<file path="src/token_bucket_packet_shaper_assert.svh">
// Assertion macros used by the token bucket packet shaper top level.
`ifndef TOKEN_BUCKET_PACKET_SHAPER_ASSERT_SVH
`define TOKEN_BUCKET_PACKET_SHAPER_ASSERT_SVH

// Same-cycle implication, sampled on clk and disabled while rst_n is low.
`define TBPS_ASSERT_IMPLY(label, ante, cons, msg) \
  label: assert property (@(posedge clk) disable iff (!rst_n) (ante) |-> (cons)) \
    else $error(msg);

// Next-cycle implication, sampled on clk and disabled while rst_n is low.
`define TBPS_ASSERT_NEXT(label, ante, cons, msg) \
  label: assert property (@(posedge clk) disable iff (!rst_n) (ante) |=> (cons)) \
    else $error(msg);

`endif

</file>
<file path="src/tbps_pkg.sv">
// Package with the shared types and constants of the token bucket packet shaper.
package tbps_pkg;

  localparam int QUEUE_DEPTH = 64;
  localparam int TOKEN_BITS  = 16;
  localparam int PTR_W       = $clog2(QUEUE_DEPTH);
  localparam int CNT_W       = $clog2(QUEUE_DEPTH + 1);
  localparam int CMP_W       = (TOKEN_BITS > 16) ? TOKEN_BITS : 16;

  typedef logic [TOKEN_BITS-1:0] tok_t;
  typedef logic [PTR_W-1:0]      ptr_t;
  typedef logic [CNT_W-1:0]      cnt_t;
  typedef logic [CMP_W-1:0]      cmp_t;

  localparam ptr_t PTR_LAST = ptr_t'(QUEUE_DEPTH - 1);
  localparam cnt_t CNT_FULL = cnt_t'(QUEUE_DEPTH);
  localparam tok_t TOK_MAX  = {TOKEN_BITS{1'b1}};
  localparam logic [15:0] DEPTH_RESET = 16'd10;

  typedef enum logic [2:0] {
    RES_TOKEN_KEPT  = 3'd0,
    RES_TOKEN_DROP  = 3'd1,
    RES_TOO_BIG     = 3'd2,
    RES_QUEUE_FULL  = 3'd3,
    RES_QUEUED      = 3'd4,
    RES_RELEASED    = 3'd5
  } res_t;

  typedef enum logic [1:0] {
    ST_IDLE,
    ST_EVAL,
    ST_REL
  } state_t;

  typedef struct packed {
    logic [15:0] need;
    logic [15:0] id;
  } entry_t;

  typedef struct packed {
    logic   rd_en;
    ptr_t   rd_addr;
    logic   wr_en;
    ptr_t   wr_addr;
    entry_t wr_data;
  } ram_req_t;

endpackage

</file>
<file path="src/tbps_queue_ram.sv">
// Wait queue storage: one write port and one registered read port.
module tbps_queue_ram (
  input  logic               clk,
  input  tbps_pkg::ram_req_t req,
  output tbps_pkg::entry_t   rd_data
);

  tbps_pkg::entry_t mem [tbps_pkg::QUEUE_DEPTH];
  tbps_pkg::entry_t rd_data_r;

  always_ff @(posedge clk) begin
    if (req.wr_en) begin
      mem[req.wr_addr] <= req.wr_data;
    end
  end

  always_ff @(posedge clk) begin
    if (req.rd_en) begin
      rd_data_r <= mem[req.rd_addr];
    end
  end

  assign rd_data = rd_data_r;

endmodule

</file>
<file path="src/tbps_ctrl.sv">
// Sequencer of the shaper: token count, queue pointers and the result beats.
module tbps_ctrl (
  input  logic               clk,
  input  logic               rst_n,
  input  logic               start,
  output logic               busy,
  input  logic               in_action,
  input  logic [15:0]        in_tokens_needed,
  input  logic [15:0]        in_packet_id,
  input  logic               cfg_valid,
  output logic               cfg_ready,
  input  logic [15:0]        cfg_bucket_depth,
  output logic               out_strobe,
  output logic [2:0]         out_event_res,
  output logic [15:0]        out_event_packet_id,
  output logic [15:0]        out_tokens_after,
  output logic [6:0]         out_queue_fill,
  output logic               out_last,
  output tbps_pkg::ram_req_t ram_req,
  input  tbps_pkg::entry_t   ram_rd_data
);

  tbps_pkg::state_t state_r, state_nxt;

  logic             act_r;
  logic [15:0]      need_r;
  logic [15:0]      id_r;
  logic [15:0]      depth_r;
  tbps_pkg::tok_t   tok_r, tok_nxt;
  tbps_pkg::ptr_t   head_r, head_nxt;
  tbps_pkg::ptr_t   tail_r, tail_nxt;
  tbps_pkg::cnt_t   cnt_r, cnt_nxt;
  logic [15:0]      rel_need_r, rel_need_nxt;
  logic [15:0]      rel_id_r, rel_id_nxt;

  logic             accept;
  logic             too_big;
  logic             full;
  logic             queued;
  logic             keep;
  logic             can_rel;
  tbps_pkg::tok_t   tok_eval;
  tbps_pkg::cnt_t   cnt_eval;
  tbps_pkg::entry_t head_entry;
  tbps_pkg::res_t   first_res;

  assign accept    = start && (state_r == tbps_pkg::ST_IDLE);
  assign cfg_ready = 1'b1;

  // Evaluation of the latched item against the current state.
  always_comb begin
    too_big  = act_r && (need_r > depth_r);
    full     = act_r && (cnt_r == tbps_pkg::CNT_FULL);
    queued   = act_r && !too_big && !full;
    keep     = (tbps_pkg::cmp_t'(tok_r) < tbps_pkg::cmp_t'(depth_r)) &&
               (tok_r != tbps_pkg::TOK_MAX);
    tok_eval = (!act_r && keep) ? tok_r + tbps_pkg::tok_t'(1) : tok_r;
    cnt_eval = queued ? cnt_r + tbps_pkg::cnt_t'(1) : cnt_r;
    // An empty queue has no stored head yet: the new packet becomes the head.
    if (queued && (cnt_r == '0)) begin
      head_entry = '{need: need_r, id: id_r};
    end else begin
      head_entry = ram_rd_data;
    end
    can_rel = !too_big && !full && (cnt_eval != '0) &&
              (tbps_pkg::cmp_t'(tok_eval) >= tbps_pkg::cmp_t'(head_entry.need));
    if (!act_r) begin
      first_res = keep ? tbps_pkg::RES_TOKEN_KEPT : tbps_pkg::RES_TOKEN_DROP;
    end else if (too_big) begin
      first_res = tbps_pkg::RES_TOO_BIG;
    end else if (full) begin
      first_res = tbps_pkg::RES_QUEUE_FULL;
    end else begin
      first_res = tbps_pkg::RES_QUEUED;
    end
  end

  // Datapath next values.
  always_comb begin
    tok_nxt      = tok_r;
    head_nxt     = head_r;
    tail_nxt     = tail_r;
    cnt_nxt      = cnt_r;
    rel_need_nxt = rel_need_r;
    rel_id_nxt   = rel_id_r;
    ram_req      = '0;
    ram_req.rd_addr = head_r;
    ram_req.wr_addr = tail_r;
    ram_req.wr_data = '{need: need_r, id: id_r};
    unique case (state_r)
      tbps_pkg::ST_IDLE: begin
        ram_req.rd_en = accept;
      end
      tbps_pkg::ST_EVAL: begin
        tok_nxt       = tok_eval;
        cnt_nxt       = cnt_eval;
        ram_req.wr_en = queued;
        if (queued) begin
          tail_nxt = (tail_r == tbps_pkg::PTR_LAST) ? '0 : tail_r + tbps_pkg::ptr_t'(1);
        end
        rel_need_nxt = head_entry.need;
        rel_id_nxt   = head_entry.id;
      end
      tbps_pkg::ST_REL: begin
        tok_nxt  = tok_r - tbps_pkg::tok_t'(rel_need_r);
        cnt_nxt  = cnt_r - tbps_pkg::cnt_t'(1);
        head_nxt = (head_r == tbps_pkg::PTR_LAST) ? '0 : head_r + tbps_pkg::ptr_t'(1);
      end
      default: begin
      end
    endcase
  end

  always_comb begin
    state_nxt = state_r;
    unique case (state_r)
      tbps_pkg::ST_IDLE: if (start) state_nxt = tbps_pkg::ST_EVAL;
      tbps_pkg::ST_EVAL: state_nxt = can_rel ? tbps_pkg::ST_REL : tbps_pkg::ST_IDLE;
      tbps_pkg::ST_REL:  state_nxt = tbps_pkg::ST_IDLE;
      default:           state_nxt = tbps_pkg::ST_IDLE;
    endcase
  end

  always_comb begin
    busy                = (state_r != tbps_pkg::ST_IDLE);
    out_strobe          = 1'b0;
    out_event_res       = tbps_pkg::RES_TOKEN_KEPT;
    out_event_packet_id = '0;
    out_tokens_after    = 16'(tok_r);
    out_queue_fill      = 7'(cnt_r);
    out_last            = 1'b1;
    unique case (state_r)
      tbps_pkg::ST_IDLE: begin
      end
      tbps_pkg::ST_EVAL: begin
        out_strobe          = 1'b1;
        out_event_res       = first_res;
        out_event_packet_id = act_r ? id_r : 16'd0;
        out_tokens_after    = 16'(tok_eval);
        out_queue_fill      = 7'(cnt_eval);
        out_last            = !can_rel;
      end
      tbps_pkg::ST_REL: begin
        out_strobe          = 1'b1;
        out_event_res       = tbps_pkg::RES_RELEASED;
        out_event_packet_id = rel_id_r;
        out_tokens_after    = 16'(tok_nxt);
        out_queue_fill      = 7'(cnt_nxt);
      end
      default: begin
      end
    endcase
  end

  always_ff @(posedge clk) begin
    if (!rst_n) begin
      state_r <= tbps_pkg::ST_IDLE;
      depth_r <= tbps_pkg::DEPTH_RESET;
      tok_r   <= '0;
      head_r  <= '0;
      tail_r  <= '0;
      cnt_r   <= '0;
    end else begin
      state_r <= state_nxt;
      tok_r   <= tok_nxt;
      head_r  <= head_nxt;
      tail_r  <= tail_nxt;
      cnt_r   <= cnt_nxt;
      if (cfg_valid && cfg_ready) begin
        depth_r <= cfg_bucket_depth;
      end
    end
  end

  always_ff @(posedge clk) begin
    if (accept) begin
      act_r  <= in_action;
      need_r <= in_tokens_needed;
      id_r   <= in_packet_id;
    end
    rel_need_r <= rel_need_nxt;
    rel_id_r   <= rel_id_nxt;
  end

endmodule

</file>
<file path="src/token_bucket_packet_shaper.sv">
// Token bucket packet shaper: top level.
//
// Usage: an item (a token tick or a packet with id and token need) is taken
// at a clock edge with start high and busy low. busy stays high until all of
// its results have been shown. Each result beat is on the out_ ports for one
// cycle with out_strobe high; out_last marks the final beat of an item.
// The receiver cannot stall: every strobed beat is taken as it appears.
// Timing: the head of the wait queue is read from the queue memory at the
// accept edge; the first result appears in the next cycle. If the head packet
// is released, a second beat follows in the next cycle. An item thus goes
// through ST_EVAL, and through ST_REL as well when it releases a packet.
// bucket_depth is written through cfg_valid/cfg_ready (always ready); the
// user must write it only while the block is idle, a rule the block itself
// leaves unchecked. Reset (rst_n low, synchronous) empties the queue, clears
// the token count and sets bucket_depth to 10; the queue memory needs no
// clearing, since only entries written since reset are ever read.
`include "token_bucket_packet_shaper_assert.svh"

module token_bucket_packet_shaper (
  input  logic        clk,
  input  logic        rst_n,
  input  logic        start,
  output logic        busy,
  input  logic        in_action,
  input  logic [15:0] in_tokens_needed,
  input  logic [15:0] in_packet_id,
  input  logic        cfg_valid,
  output logic        cfg_ready,
  input  logic [15:0] cfg_bucket_depth,
  output logic        out_strobe,
  output logic [2:0]  out_event_res,
  output logic [15:0] out_event_packet_id,
  output logic [15:0] out_tokens_after,
  output logic [6:0]  out_queue_fill,
  output logic        out_last
);

  tbps_pkg::ram_req_t ram_req;
  tbps_pkg::entry_t   ram_rd_data;

  tbps_ctrl u_ctrl (
    .clk                 (clk),
    .rst_n               (rst_n),
    .start               (start),
    .busy                (busy),
    .in_action           (in_action),
    .in_tokens_needed    (in_tokens_needed),
    .in_packet_id        (in_packet_id),
    .cfg_valid           (cfg_valid),
    .cfg_ready           (cfg_ready),
    .cfg_bucket_depth    (cfg_bucket_depth),
    .out_strobe          (out_strobe),
    .out_event_res       (out_event_res),
    .out_event_packet_id (out_event_packet_id),
    .out_tokens_after    (out_tokens_after),
    .out_queue_fill      (out_queue_fill),
    .out_last            (out_last),
    .ram_req             (ram_req),
    .ram_rd_data         (ram_rd_data)
  );

  tbps_queue_ram u_queue_ram (
    .clk     (clk),
    .req     (ram_req),
    .rd_data (ram_rd_data)
  );

  `TBPS_ASSERT_NEXT(a_accept_busy, start && !busy, busy && out_strobe, "accepted item gave no beat")
  `TBPS_ASSERT_NEXT(a_release_follows, out_strobe && !out_last, out_strobe && out_last && (out_event_res == tbps_pkg::RES_RELEASED), "missing release beat")
  `TBPS_ASSERT_IMPLY(a_strobe_busy, out_strobe, busy, "result beat while idle")
  `TBPS_ASSERT_IMPLY(a_release_second, out_strobe && (out_event_res == tbps_pkg::RES_RELEASED), $past(out_strobe) && !$past(out_last), "release beat without first beat")

endmodule

</file>
<file path="config.mk">
export PLATFORM = sky130hd
export DESIGN_NAME = token_bucket_packet_shaper
export DESIGN_NICKNAME = d
export VERILOG_FILES = /design/src/tbps_pkg.sv /design/src/tbps_queue_ram.sv /design/src/tbps_ctrl.sv /design/src/token_bucket_packet_shaper.sv
export VERILOG_INCLUDE_DIRS = /design/src /design/src/src
export SDC_FILE = /design/constraint.sdc
export NUM_CORES = 2
export LEC_CHECK = 0
export ABC_CLOCK_PERIOD_IN_PS = 7000
export BUFFER_PORTS_ARGS = -buffer_cell sky130_fd_sc_hd__buf_4
export CORE_ASPECT_RATIO = 1.2
export CORE_MARGIN = 2
export CORE_UTILIZATION = 30
export CTS_BUF_LIST = sky130_fd_sc_hd__clkbuf_16
export DETAILED_ROUTE_END_ITERATION = 6
export PLACE_DENSITY = 0.49
export REMOVE_ABC_BUFFERS = 1
export SETUP_SLACK_MARGIN = 0.4
export SKIP_CTS_REPAIR_TIMING = 1
export SLEW_MARGIN = 25
export SYNTH_ARGS = -nofsm -noshare
export SYNTH_HDL_FRONTEND = slang
export SYNTH_SLANG_ARGS = --single-unit
export TNS_END_PERCENT = 5
</file>
<file path="constraint.sdc">
create_clock -name clk -period 7 [get_ports clk]
set_input_delay 1.4 -clock clk [delete_from_list [all_inputs] [get_ports clk]]
set_output_delay 1.4 -clock clk [all_outputs]
set_load 0.01 [all_outputs]
</file>
Word level (Yosys, flattened, before mapping)
Memories as Yosys holds them, arrays and structs flattened. A register that Yosys moved wholly into a read port is not among the register bits.
Cells that the tools add are included.
- flip-flop bits (word level): 118
- bits in latches: 0
- bits in writable memories: 2048
- memory bits (read-only): 0
- bits of input ports: 53
- output and inout port bits: 46
- logic and storage cells: 74
- memories kept: 1
- memories (name ; depth ; width ; read ports ; clocked after memory_dff ; wr ports ; RTL line ; text):
    u_queue_ram.mem ; 64 ; 32 ; 1 ; 1 ; 1 ; tbps_queue_ram.sv:8 ; tbps_pkg::entry_t mem [tbps_pkg::QUEUE_DEPTH];
- $add $sub $neg: 6
- $mul: 0
- div/mod/pow operators: 0
- $lt $le $gt $ge: 3
- equal/unequal tests: 7
- shifts and indexed selects: 0
- muxes and demuxes: 25
- bitwise gates (word level): 0
- reductions and logical operators: 21
- operator list (cell ; number):
    16-bit case mux with 2 select lines ; 3
    16-bit two-way mux ; 2
    32-bit two-way mux ; 1
    7-bit case mux with 2 select lines ; 2
    16-bit by 1-bit adder with 16-bit output, second input constant ; 1
    16-bit >= comparator ; 1
    16-bit > comparator ; 1
    16-bit < comparator ; 1
    16-bit inequality test, second input constant ; 1
    16-bit subtractor ; 1
    6-bit by 1-bit adder with 6-bit output, second input constant ; 2
    6-bit == test, second input constant ; 2
    6-bit two-way mux ; 2
    1-bit logical AND ; 11
    3-bit two-way mux ; 3
    7-bit by 1-bit adder with 7-bit output, second input constant ; 1
    7-bit == test, second input constant ; 1
    7-bit logical NOT ; 1
    1-bit two-way mux ; 7
    7-bit two-way mux ; 1
    7-bit nonzero test ; 1
    7-bit by 1-bit subtractor with 7-bit output, second input constant ; 1
    3-bit case mux with 2 select lines ; 1
    1-bit logical NOT ; 4
    other kinds (9) ; 10

Logic depth before layout (Yosys ltp)
- depth in word-level cells: 11
- mapped depth: 21
- mapped depth without buffers: 19

Hierarchy
From an unflattened synthesis, not the netlist that was laid out.
- cells, all modules: 4089
- area total of the unflattened synthesis: 86437.9 um^2
- modules (own cells, without submodules) (module ; instances ; cells an instance ; area each (um^2) ; sequential area each (um^2)):
    tbps_queue_ram ; 1 ; 3324 ; 78835.6 ; 62459.9
    tbps_ctrl ; 1 ; 765 ; 7602.3 ; 3012.9

Least setup slack after synthesis
No wires, ideal clock.
- kind: register to output
- start: register u_ctrl.need_r[13]
- end: output port out_last
- arrival time: 4613 ps
- data required time: 5600 ps
- path slack: 987 ps
- cell stages (with the launch flop): 20
- path buffers: 2
- cells stage by stage: edfxtp_1 ha_1 a21oi_1 o21ai_0 nor4_1 nand3b_1 nand2_1 and3_1 clkbuf_1 clkbuf_1 mux2_2 ha_1 nand2b_1 a21o_1 a21o_1 a21oi_1 o21ai_0 a41oi_1 nor4_1 nand3_1
- RTL lines (what ; RTL line ; text):
    start: declaration ; tbps_ctrl.sv:26 ; logic [15:0] need_r;
    start signal: assignment ; tbps_ctrl.sv:178 ; need_r <= in_tokens_needed;
    end: declaration ; token_bucket_packet_shaper.sv:35 ; output logic out_last

==> flow_metrics.env <==
export IMPL_min_path_cells=2
export IMPL_whs_ns=0.4967
export IMPL_clkTransAtPathRegs_ns=0.07
export IMPL_cts_root_buf="clkbuf_16"
export IMPL_cts_buffer_depth=4
export IMPL_routed_wl_microns=235200
export IMPL_reg2reg_slack_ns=1.81
export IMPL_cts_tree="built"
export IMPL_cts_buffers=220
export IMPL_syn_avg_cell_area_sq_um=22.80
export IMPL_place_area_sq_um=92880
export IMPL_nNetsFinal=4186
export IMPL_synth_top_cell_by_area="edfxtp_1"
export IMPL_power_density_nw_per_um2=264.1
export IMPL_rsz0062_at_grt="no"
export IMPL_drc=0
export IMPL_htree_levels=4
export IMPL_finalSetupTns_ns=0
export IMPL_antenna_left=0
export IMPL_avgViaCountPerCell=4.979
export IMPL_synth_area_leaders="edfxtp_1, mux4_2, dfxtp_1"
export IMPL_crit_path_end_kind="primary output"
export IMPL_gp_congestion=0.8065
export IMPL_yosys_register_bits=2198
export IMPL_synth_seq_area_share_pct=75.98
export IMPL_synthCells=3779
export IMPL_place_ws_ns=0.8064
export IMPL_slowest_delay_ns=0.41
export IMPL_grt_use_total_pct=15.92
export IMPL_final_area_sq_um=99750
export IMPL_reg2reg_from="u_ctrl.need_r[13]"
export IMPL_ys_flop_type="edfxtp_1"
export IMPL_hold_violations=0
export IMPL_synth_edf_count=2145
export IMPL_clock_fmax_ghz=0.1576
export IMPL_cp_max_fo=4
export IMPL_min_from="u_ctrl.depth_r[11]"
export IMPL_hold_class="reg -> reg"
export IMPL_die_area_sq_um=291600
export IMPL_via_count=39970
export IMPL_multi_input_area_sq_um=20210
export IMPL_async_reset_ff_share_pct=0
export IMPL_drtIter0Drc=3538
export IMPL_insertion_delay_ns=0.88
export IMPL_grt_pass1_wl_microns=331600
export IMPL_synth_common_cells="edfxtp_1, mux4_2, clkbuf_1"
export IMPL_setup_viol=0
export IMPL_yosys_warnings=0
export IMPL_worstSetupPathType="reg -> out"
export IMPL_drive_above_1_share_pct=31.86
export IMPL_worstSetupStartpointType="register"
export IMPL_fin_ws_ns=0.6536
export IMPL_die_h_microns=591.1
export IMPL_io_pins=99
export IMPL_clock_sinks=2198
export IMPL_post_route_period_util_pct=90.66
export IMPL_status="finished, final reports clean"
export IMPL_die_w_microns=493.3
export IMPL_dr_pass1_iters=6
export IMPL_n_fill_cell=26450
export IMPL_synth_cell_types=78
export IMPL_drv_slew=0
export IMPL_grt_overflow_total=0
export IMPL_layoutNonFillerInstCount=8027
export IMPL_grt_max_degree=119
export IMPL_worstPathCellList="ha_1 -> a21oi_1 -> o21ai_0 -> nor4_2 -> nand3b_1 -> nand2_1 -> and3_4 -> mux2_2 -> ha_1 -> nand2b_1 -> a21o_1 -> a21o_1 -> a21oi_2 -> o21ai_1 -> a41oi_2 -> nor4_4 -> nand3_2 -> buf_4"
export IMPL_slowest_stage="edfxtp_1"
export IMPL_area_growth_pct=15.76
export IMPL_yosysTopAreaCellShare_pct=74.75
export IMPL_grt_pass1_vias=41730
export IMPL_cp_top_family="simple AND/OR/NAND/NOR gates"
export IMPL_io_buffers=97
export IMPL_required_ns=5.60
export IMPL_place_hpwl_microns=141600
export IMPL_core_sq_um=285700
export IMPL_irDropWorstVdd_uv=194.7
export IMPL_netlist_area_sq_um=86170
export IMPL_start_util_pct=30.16
export IMPL_p_leak_nw=30.36
export IMPL_crit_start="u_ctrl.need_r[13]"
export IMPL_p_total_mw=26.34
export IMPL_drv_cap=0
export IMPL_antenna_found_initial=6
export IMPL_place_inst=7632
export IMPL_r2r_worst_path_cells=11
export IMPL_worst_pin_slew_ns=1.052
export IMPL_skew_ns=0.06293
export IMPL_slew_headroom_pct=29.68
export IMPL_critPathBufInv=1
export IMPL_min_to="u_ctrl.depth_r[11]"
export IMPL_yosysMostFrequentCell="edfxtp_1"
export IMPL_worstPathArrival_ns=4.95
export IMPL_routedWlPerCell_microns=29.30
export IMPL_register_area_sq_um=65490
export IMPL_utilization_pct=34.92
export IMPL_num_rows=215
export IMPL_period_needed_ns=6.346
export IMPL_r2r_end="u_queue_ram.mem[24][26]"
==> sequential cells by signal, summed over array words and instances, names as in the netlist <==
register	flops
u_ctrl.act_r	1
u_ctrl.cnt_r	7
u_ctrl.depth_r	16
u_ctrl.head_r	6
u_ctrl.id_r	16
u_ctrl.need_r	16
u_ctrl.rel_id_r	16
u_ctrl.rel_need_r	16
u_ctrl.state_r	2
u_ctrl.tail_r	6
u_ctrl.tok_r	16
u_queue_ram.mem	2048
u_queue_ram.rd_data	32
==> layout by cell type, fill, tap and decap left out, types with 19 or more instances in the layout <==
master	synthesis	routed
dfxtp_1	53	44
mux4_2	672	672
nor2_1	128	63
clkinv_1	1	53
o21ai_0	26	25
clkinv_2	0	35
buf_4	3	223
mux2_2	23	23
xnor2_1	21	21
nand3_1	33	32
inv_1	70	116
clkbuf_16	0	221
buf_12	0	29
mux2i_1	41	41
edfxtp_1	2145	2145
nand2_1	60	60
ha_1	70	68
a22o_1	19	19
a21oi_1	31	30
nor2_4	0	64
and2_1	22	21
==> worst min-delay path: stages (launching register included) <==
cell and delay, ns:
dfxtp_1 0.32, mux2i_1 0.06, nor2_1 0.08
==> report_power, final <==
group | internal [mW] | switching (mW) | total [mW] | leakage (nW)
combinational | 0.134 | 0.422 | 0.555 | 7.14
clock | 6.25 | 4.97 | 11.2 | 3.46
sequential | 14.5 | 0.0428 | 14.6 | 19.8
total | 20.9 | 5.44 | 26.3 | 30.4
==> layer usage <==
layer | part of all wire (%) | track usage (%)
met1 | 41 | 20.40
met4 | 2.2 | 3.787
met2 | 53 | 28.55
met5 | 0 | 0
met3 | 4.1 | 2.029
==> worst max path at each step <==
stage                                   endpoint  depth (start not counted)  slack [ns]
after floorplan           u_queue_ram.rd_data[0]                          3      -15.69
after detailed placement                out_last                         18        0.81
after global routing                    out_last                         18        0.41
after CTS                               out_last                         18       -0.18
final                                   out_last                         18        0.65
after global placement                  out_last                         18        0.83
==> cells by family after synthesis <==
| kind of cell | after synthesis | share of synthesized area [%] |
|---|---|---|
| other | 1 | 0.004352 |
| adder cells (fa/ha/maj) | 71 | 1.040 |
| multiplexers | 737 | 18.35 |
| flip-flops | 2198 | 75.98 |
| XOR/XNOR | 33 | 0.3354 |
| AO/OA/AOI/OAI | 155 | 1.311 |
| AND/OR/NAND/NOR | 318 | 1.745 |
| buffers and inverters | 266 | 1.233 |
==> layout make-up <==
class	instances	area share, %
sequential	2198	65.66
timing repair buffer	256	2.329
antenna	2	0.005017
multi-input combinational	1315	20.26
clock buffer	221	5.544
tap	3797	4.763
clock inverter	167	1.168
inverter	71	0.2747
Power figures use the tool's default switching activity.
